### src/hdl/lrfd_pkg.sv
// Shared types, constants and helper functions for the longest-run block.
// No dependencies; every other file in hdl/ refers to this package by scoped names.
package lrfd_pkg;

  localparam int RUN_W       = 11;
  localparam int CFG_W       = 11;
  localparam int IN_TDATA_W  = 8;
  localparam int OUT_TDATA_W = 16;

  localparam logic [RUN_W-1:0] RUN_MAX    = 11'h7FF;
  localparam logic [CFG_W-1:0] GRID_RESET = 11'd1024;

  typedef enum logic [1:0] {
    WIN_TIE   = 2'd0,
    WIN_SMALL = 2'd1,
    WIN_BIG   = 2'd2
  } winner_e;

  // One neighbor seen by a run cell: its pixel and the run that ends there.
  typedef struct packed {
    logic             pix;
    logic [RUN_W-1:0] run;
  } run_t;

  // One line buffer entry: pixel and the three runs that continue downward.
  typedef struct packed {
    logic             pix;
    logic [RUN_W-1:0] vert;
    logic [RUN_W-1:0] diag;
    logic [RUN_W-1:0] anti;
  } line_t;

  typedef struct packed {
    winner_e          winner;
    logic [RUN_W-1:0] longest;
  } result_t;

  // Run extension with saturation at the largest representable length.
  function automatic logic [RUN_W-1:0] bump(input logic [RUN_W-1:0] run);
    logic [RUN_W-1:0] res;
    res = (run == RUN_MAX) ? RUN_MAX : run + RUN_W'(1);
    return res;
  endfunction

endpackage

### src/hdl/lrfd_cell.sv
// One run cell: extends the run of a neighbor pixel when the classes match.
// Depends on lrfd_pkg for the run type and the saturating increment.
module lrfd_cell (
  input  logic                      clk_i,
  input  logic                      load_i,
  input  logic                      en_i,
  input  logic                      pixel_i,
  input  lrfd_pkg::run_t            nb_i,
  output logic [lrfd_pkg::RUN_W-1:0] run_o,
  output lrfd_pkg::run_t            q_o
);

  lrfd_pkg::run_t q_q;

  // A masked neighbor (outside the image or in the first row) starts a new run.
  assign run_o = (en_i && (nb_i.pix == pixel_i)) ? lrfd_pkg::bump(nb_i.run)
                                                 : lrfd_pkg::RUN_W'(1);

  always_ff @(posedge clk_i) begin
    if (load_i) begin
      q_q.pix <= pixel_i;
      q_q.run <= run_o;
    end
  end

  assign q_o = q_q;

endmodule

### config.mk
export PLATFORM = sky130hd
export DESIGN_NAME = lrfd_cell
export DESIGN_NICKNAME = d
export VERILOG_FILES = /design/src/hdl/lrfd_pkg.sv /design/src/hdl/lrfd_cell.sv
export SDC_FILE = /design/constraint.sdc
export NUM_CORES = 1
export LEC_CHECK = 0
export BUFFER_PORTS_ARGS = -buffer_cell sky130_fd_sc_hd__buf_2
export CORE_AREA = 2 2 46 48
export DETAILED_ROUTE_END_ITERATION = 16
export DIE_AREA = 0 0 48 50
export PLACE_DENSITY = 0.7
export SETUP_SLACK_MARGIN = 0.3
export SYNTH_ARGS = -nofsm -noshare
export SYNTH_HDL_FRONTEND = slang
export SYNTH_SLANG_ARGS = --single-unit
### constraint.sdc
create_clock -name clk_i -period 1.4 [get_ports clk_i]
set_input_delay 0.14 -clock clk_i [delete_from_list [all_inputs] [get_ports clk_i]]
set_output_delay 0.14 -clock clk_i [all_outputs]
set_load 0.02 [all_outputs]
Word-level counts from Yosys, hierarchy flattened
Cells that the tools add are included.
{"block": "classes", "n_addsub": 1, "n_mul": 0, "n_div": 0, "magnitude_cmp": 0, "n_eq_ne": 2, "shift": 0, "mux": 2, "n_bitwise": 0, "reduce_logical": 1}
{"cell": "$mux W11", "count": 2}
{"cell": "$add A11 B1 Y11 const B", "count": 1}
{"cell": "$eq A11 B11 Y1 const B", "count": 1}
{"cell": "$eq A1 B1 Y1", "count": 1}
{"cell": "$logic_and A1 B1 Y1", "count": 1}
{"block": "totals", "register_bits": 12, "latch_bits": 0, "ram_bits": 0, "romBits": 0, "input_bits": 16, "out_inout_bits": 23, "wordCells": 8, "mem_count": 0}

Logic depth before layout (Yosys ltp)
Gate-level depths: netlist of the first run.
{"block": "depth", "ltp_word": 3, "mapped_depth": 4, "depth_no_buf": 4}

Least setup slack after synthesis of the first run
OpenSTA, ideal clock, no wires.
{"block": "synth_path", "path_type": "input to register", "from": "input port nb_i[0] in the netlist's numbering", "to": "register q_q, in the netlist q_o[8] (data pin)", "setup_time_ps": 276, "t_arrival_ps": 1366, "required_ps": 1124, "path_slack_ps": -242, "cell_stages": 4, "path_buffers": 0, "cell_sequence": "ha_1 > nand3_1 > or4_1 > a31oi_1"}
{"block": "synth_via", "elab_chain_len": 3, "elab_cells_between_ends": 4, "cone_classes": "add/sub: 1; eq/ne: 1; mux: 2"}
{"item": "from (decl)", "line_no": "lrfd_cell.sv:8", "rtl": "input lrfd_pkg::run_t nb_i,"}
{"item": "$add A11 B1 Y11 / $eq A11 B11 Y1 (equally long branches)", "line_no": "lrfd_pkg.sv:41", "rtl": "res = (run == RUN_MAX) ? RUN_MAX : run + RUN_W'(1);"}
{"item": "$mux W11 *", "line_no": "lrfd_pkg.sv:41"}
{"item": "$mux W11 *", "line_no": "lrfd_cell.sv:16", "rtl": "assign run_o = (en_i && (nb_i.pix == pixel_i)) ? lrfd_pkg::bump(nb_i.run)"}
{"item": "named net run_o, one bit", "line_no": "lrfd_cell.sv:9", "rtl": "output logic [lrfd_pkg::RUN_W-1:0] run_o,"}
{"item": "to (decl)", "line_no": "lrfd_cell.sv:13", "rtl": "lrfd_pkg::run_t q_q;"}
The timed path passes the listed nets; every way through them passes the cells marked *.
A chain may end at the register's enable or synchronous reset.

Final worst setup path of the first run
{"block": "layout_path", "from": "input port nb_i[1] in the netlist's numbering", "to": "output port run_o[9] in the netlist's numbering"}
{"block": "layout_via", "elab_chain_len": 3, "elab_cells_between_ends": 4, "cone_classes": "add/sub: 1; eq/ne: 1; mux: 2"}
{"item": "$add A11 B1 Y11 / $eq A11 B11 Y1 (equally long branches)", "line_no": "lrfd_pkg.sv:41"}
{"item": "$mux W11 *", "line_no": "lrfd_pkg.sv:41"}
{"item": "$mux W11 *", "line_no": "lrfd_cell.sv:16"}
{"item": "to (decl)", "line_no": "lrfd_cell.sv:9"}
Every way passes the cells marked *; elsewhere a longest branch is shown, timed or not.

==> qor.csv, run 1 <==
metric;value;unit
run status;finished, violations left;
violated checks;negative setup slack;
Post-Route WL;1790;um
crit path kind;in2out;
number of flip-flops in the largest register;12;
final design utilization;70.7;%
pre-CTS setup slack;-0.139;ns
largest family of logic cells by synthesized area;simple AND/OR/NAND/NOR gates;
Tcrit/Tclk final;102;%
Worst path slowest cell;and3_4;
die extent in x;48;um
Synth cell types;20;
vias in the first global route;610;
Fillers;123;
HP Class;in2reg;
biggest area consumer among synthesized cells;edfxtp_1;
share of the synthesized area in the top cell type;57.7;%
peak supply drop;321;uV
Final setup viols;3;
YS warnings;0;
I/O pin count;39;
Worst-path clk slew;0.06;ns
Std-Cell Rows;16;
switch share;28.6;%
Port-buffer cells;38;
H-Tree Depth;1;
PD cells;700;mW/mm^2
Area growth syn-to-layout;115;%
layout cells sized above 1;75.9;%
normalized max-slew margin;75.1;%
Cell Area, Placed;0.00109;sq mm
multi-input logic area;478;sq um
Sequential Power Share;46.0;%
Critical Path RT;1.26;ns
Starting DRT DRC Count;11;
ys async rst share;0;%
CP arrival;1.28;ns
busiest layer in global routing;met2;
CTS max path bufs;2;
Max stage delay on crit path;0.21;ns
routing usage on met2;28.9;%
Critical Path Sink;run_o[9];
simple-gate share of the synthesized area;19.6;%
Final #Nets;131;
source of the critical timing path;nb_i[1];
Pleak;0.515;nW
Mapped Nets;70;
Vias/cell;4.92;
first-pass GRT wire length;2750;um
grt total ovfl;0;
clock group share of total power;19.0;%
CTS buffer count;3;
clk sinks;12;
Die Ht;50;um
top cells by count, synth;edfxtp_1 (12), a31oi_1 (6), a21oi_1 (4), nand2_1 (4), nand3_1 (4);
routing usage on met1;17.6;%
Compound-Gate Fraction of Synth Area;14.4;%
core area;0.00190;sq mm
largest net degree at the start of global routing;13;
fin crit period;1.42;ns
total track usage;15.4;%
critical path peak fanout;5;
crit-path most repeated cell;buf_6;
fmax;0.704;GHz
vias;684;
# diodes;0;
Worst-Margin Slew;0.370;ns
CP Launch Type;input port;
Initial Utilization;32.8;%
RSZ-0062 raised after global routing;true;
top cells by area, synth;edfxtp_1 (58%), a31oi_1 (6.0%), xnor2_1 (4.2%);
Clock Root Buffer;clkbuf_4;
final setup margin;-0.0213;ns
TritonCTS clock tree;yes;
CP Capture Type;output pin;
DR WL/cell;12.8;um
Cell Int Power;0.672;mW
xor and xnor fraction of the mapped netlist area;5.61;%
die area;0.00240;sq mm
Yosys reg bits;12;
GP Congestion;0.827;
count leader, synth;edfxtp_1;
cells along the critical path;buf_8 > ha_4 > buf_6 > and3_4 > nand4_4 > buf_12 > a31oi_4 > buf_6;
dpl hpwl;1440;um
adder-cell area share of the yosys netlist;2.00;%
met3 Usage GRT;1.10;%
Antenna Violating Nets Remaining;0;
Max-Cap Viols;0;
register area;360;sq um
Comb power frac;35.0;%
Setup Total Neg Slack;-0.0313;ns
initial antenna violation count;0;
Cells after Synth;53;
Slew Viols, Final;0;
Sw Pwr;0.270;mW
mux share of post-synthesis cell area;0;%
Final Instance Area;0.00135;sq mm
router iterations before antenna repair;3;
register area share after synthesis;57.7;%
Pwr Total;0.942;mW
Post-synth EDFFs;12;
Final Hold Fails;0;
Synth Flop Type;edfxtp_1;
DRC;0;
Netlist Area Pre-Place;624;sq um
Mean Syn Cell Area;11.8;sq um
==> layout make-up <==
| cell class | count | share of cell area, % |
|---|---|---|
| inverters | 1 | 0.279 |
| multi-input cells | 40 | 35.5 |
| clock buffers | 3 | 1.67 |
| flip-flops and latches | 12 | 26.8 |
| repair buffers | 56 | 33.2 |
| well taps | 27 | 2.51 |
==> cell families (layout without fill, tap and decap cells) <==
logic type               count (synthesis)  count (layout)
adder cells (fa/ha/maj)                  1               1
AND/OR/NAND/NOR                         20              20
buffers and inverters                    1              60
XOR/XNOR                                 4               4
AO/OA/AOI/OAI                           15              15
flip-flops                              12              12
==> through the flow <==
stage | hold WS, ns | std cells
3_3_place_gp | 0.346 | 131
6_report | 0.123 | 139
5_1_grt | 0.117 | 139
2_1_floorplan | 0.239 | 53
4_1_cts | 0.109 | 136
3_5_place_dp | 0.356 | 131
==> repair_timing <==
item / 4_1_cts / 5_1_grt
setup endpoints to repair: 13 / 14
hold buffers: 0 / 0
setup buffers: 2 / 3
pin swaps: 10 / 5
resized for setup: 41 / 8
cloned: 0 / 0
==> placed cells by master (no fill, tap or decap) <==
cell type  synthesis  routed
buf_2              0      23
buf_4              0      15
buf_6              0      15
edfxtp_1          12      12
a31oi_4            0       6
a21oi_2            0       4
or4_4              0       3
clkbuf_4           0       3
nand2_2            0       2
nand4_1            2       2
o31ai_4            0       2
nand3_1            4       2
o21ai_0            2       2
xnor2_1            3       2
buf_8              0       2
and3_4             0       1
and2_1             1       1
and4_1             1       1
nand4_4            0       1
nand3_2            0       1
o31ai_1            3       1
xnor2_2            0       1
nand2_4            0       1
nand3_4            0       1
nand2_1            4       1
or3_4              0       1
or3_1              1       1
xor2_1             1       1
inv_1              1       1
nor2_4             0       1
ha_4               0       1
buf_12             0       1
==> worst min-delay path by stage <==
stage / startpoint / end / slack (ns) / cells after the start
2_1_floorplan: pixel_i / q_o[11] / 0.24 / 0
3_3_place_gp: pixel_i / q_o[11] / 0.35 / 1
3_5_place_dp: pixel_i / q_o[11] / 0.36 / 1
4_1_cts: pixel_i / q_o[11] / 0.11 / 1
5_1_grt: pixel_i / q_o[11] / 0.12 / 1
6_report: pixel_i / q_o[11] / 0.12 / 1
==> worst max-delay path, delay by kind of cell <==
family | cells | cell delay [ns]
AO/OA/AOI/OAI | 1 | 0.20
adder cells (fa/ha/maj) | 1 | 0.14
buffers and inverters | 4 | 0.48
AND/OR/NAND/NOR | 2 | 0.31
==> power groups by stage <==
stage	Combinational, mW	Clock (mW)	Sequential, mW
2_1_floorplan	0.0996	0	0.482
3_3_place_gp	0.253	0	0.440
3_5_place_dp	0.257	0	0.441
4_1_cts	0.309	0.192	0.433
5_1_grt	0.352	0.199	0.438
6_report	0.330	0.179	0.433
==> per-layer routing <==
| layer | wire length, um | share of wire [%] |
|---|---|---|
| met1 | 682 | 38 |
| met2 | 1030 | 58 |
| met3 | 54 | 3.0 |
| met4 | 19 | 1.1 |
| met5 | 0 | 0 |
Note: power is estimated with default switching activity, not from simulation.
==> inputs of run 2 (changes only) <==
--- a/config.mk
+++ b/config.mk
@@ -6,10 +6,10 @@
 export NUM_CORES = 1
 export LEC_CHECK = 0
 export BUFFER_PORTS_ARGS = -buffer_cell sky130_fd_sc_hd__buf_2
-export CORE_AREA = 2 2 46 48
+export CORE_AREA = 2 2 43 45
 export DETAILED_ROUTE_END_ITERATION = 16
-export DIE_AREA = 0 0 48 50
-export PLACE_DENSITY = 0.7
+export DIE_AREA = 0 0 45 47
+export PLACE_DENSITY = 0.79
 export SETUP_SLACK_MARGIN = 0.3
 export SYNTH_ARGS = -nofsm -noshare
 export SYNTH_HDL_FRONTEND = slang
==> run 2 against run 1 <==
The flow still finishes with violations (negative setup slack). Worst hold slack improved by 0.018 ns. Clock power rose by 14%. Combinational power rose by 17%. Die area fell by 12%. Via count rose by 19%. Cell count fell by 2.9%. Critical path type unchanged. Non-clock buffer count rose by 5. Cell area rose by 7.6%.
==> qor.csv, run 2 (synthesis results as in run 1) <==
metric;value;unit;change
CTS max path bufs;2;;unchanged
vias in the first global route;785;;was 610
cells along the critical path;buf_2 > nand4_1 > or4_4 > a31oi_4 > buf_6;;was buf_8 > ha_4 > buf_6 > and3_4 > nand4_4 > buf_12 > a31oi_4 > buf_6
number of flip-flops in the largest register;12;;unchanged
Final Instance Area;0.00145;sq mm;was 0.00135 sq mm
Sw Pwr;0.332;mW;was 0.270 mW
Pleak;0.568;nW;was 0.515 nW
RSZ-0062 raised after global routing;true;;unchanged
first-pass GRT wire length;3900;um;was 2750 um
core area;0.00165;sq mm;was 0.00190 sq mm
Cell Int Power;0.694;mW;was 0.672 mW
TritonCTS clock tree;yes;;unchanged
Critical Path RT;1.26;ns;about the same
I/O pin count;39;;unchanged
crit path kind;in2out;;unchanged
initial antenna violation count;0;;unchanged
Sequential Power Share;42.5;%;was 46.0%
die extent in x;45;um;was 48 um
HP Class;in2reg;;unchanged
fmax;0.711;GHz;was 0.704 GHz
Crit path max-delay family;simple AND/OR/NAND/NOR gates;;was buffers and inverters
Die Ht;47;um;was 50 um
Port-buffer cells;38;;unchanged
violated checks;negative setup slack;;unchanged
Setup Total Neg Slack;-0.00602;ns;was -0.0313 ns
Slew Viols, Final;0;;unchanged
Worst path slowest cell;or4_4;;was and3_4
CP bufs+invs;2;;was 4
final setup margin;-0.00602;ns;was -0.0213 ns
most frequent cells in the layout;buf_4 (22), buf_2 (19), buf_6 (15), edfxtp_1 (12), a31oi_4 (6);;was buf_2 (23), buf_4 (15), buf_6 (15), edfxtp_1 (12), a31oi_4 (6)
Area growth syn-to-layout;132;%;was 115%
critical path peak fanout;4;;was 5
Vias/cell;6.01;;was 4.92
H-Tree Depth;1;;unchanged
clk sinks;12;;unchanged
switch share;32.3;%;was 28.6%
Final Hold Fails;0;;unchanged
total track usage;27.4;%;was 15.4%
Tcrit/Tclk final;100;%;was 102%
run status;finished, violations left;;unchanged
Antenna Violating Nets Remaining;0;;unchanged
Clock Root Buffer;clkbuf_4;;unchanged
Starting DRT DRC Count;22;;was 11
Post-Route WL;3040;um;was 1790 um
Worst-path clk slew;0.07;ns;was 0.06 ns
peak supply drop;538;uV;was 321 uV
HP Start;pixel_i;;unchanged
Max stage delay on crit path;0.46;ns;was 0.21 ns
Worst-Margin Slew;0.438;ns;was 0.370 ns
router iterations before antenna repair;4;;was 3
DRC;0;;unchanged
CP Capture Type;output pin;;unchanged
DR WL/cell;22.5;um;was 12.8 um
clock group share of total power;19.9;%;was 19.0%
vias;812;;was 684
layout cells sized above 1;82.2;%;was 75.9%
largest net degree at the start of global routing;13;;unchanged
PD cells;709;mW/mm^2;was 700 mW/mm^2
normalized max-slew margin;70.5;%;was 75.1%
grt total ovfl;0;;unchanged
Cell Area, Placed;0.00110;sq mm;was 0.00109 sq mm
Std-Cell Rows;15;;was 16
CTS buffer count;3;;unchanged
Max-Cap Viols;0;;unchanged
Final setup viols;1;;was 3
die area;0.00212;sq mm;was 0.00240 sq mm
CP arrival;1.27;ns;was 1.28 ns
fin crit period;1.41;ns;was 1.42 ns
commonest non-fill, non-tap cell in the layout;buf_4;;was buf_2
Comb power frac;37.6;%;was 35.0%
# diodes;0;;unchanged
CP Launch Type;input port;;unchanged
Final #Nets;137;;was 131
Initial Utilization;37.8;%;was 32.8%
GP Congestion;0.829;;was 0.827
source of the critical timing path;nb_i[8];;was nb_i[1]
-- run 2: cell count changes in the layout (fill, tap and decap cells not counted), moves of 3 or more --
cell	delta
buf_4	+7
a21oi_2	-4
a21oi_4	+4
buf_2	-4
o31ai_2	+3
-- run 2: timing repair --
item	4_1_cts	5_1_grt
resized for setup	57	9
buffers inserted	2	5
pin swaps	14	9
endpoints found under the hold margin	0	0
endpoints found under the setup margin	13	12
hold buffers	0	0
cloned	1	0
-- run 2: final cells by class --
type	instances	area, sq um
flip-flops and latches	12	360
well taps	17	21.3
fillers	71	204
repair buffers	61	494
clock buffers	3	22.5
multi-input cells	41	546
inverters	1	3.75
-- run 2: per-stage QoR --
step / instances / worst slack (ns) / hold WS, ns / total power [mW] / utilization, %
final: 135 / -0.00602 / 0.141 / 1.03 / 87.7
after global routing: 135 / -0.0180 / 0.139 / 1.06 / 87.7
after CTS: 130 / -0.00110 / 0.142 / 0.969 / 82.8
after detailed placement: 124 / -0.125 / 0.348 / 0.704 / 66.7
after global placement: 124 / -0.103 / 0.346 / 0.696 / 66.7
after floorplan: 53 / 0.104 / 0.239 / 0.581 / -
-- run 2: path summary, 6_finish.rpt --
path / slack (ns) / endpoint / depth (start not counted)
worst max-delay path: -0.006 / run_o[9] / 5
worst min-delay path: 0.14 / q_o[11] / 1
-- run 2: power by group through the flow --
stage / Clock, mW / Combinational [mW] / Sequential, mW
2_1_floorplan: 0 / 0.0996 / 0.482
3_3_place_gp: 0 / 0.256 / 0.440
3_5_place_dp: 0 / 0.263 / 0.441
4_1_cts: 0.192 / 0.344 / 0.434
5_1_grt: 0.221 / 0.403 / 0.438
6_report: 0.204 / 0.386 / 0.436
-- run 2: per-layer routing --
layer,share of wire [%],track usage (%),up-vias
met3,6.8,5.77,9
met2,55,48.9,51
met5,0,0,-
met4,2.9,17.6,0
li1,-,-,352
met1,36,29.4,400
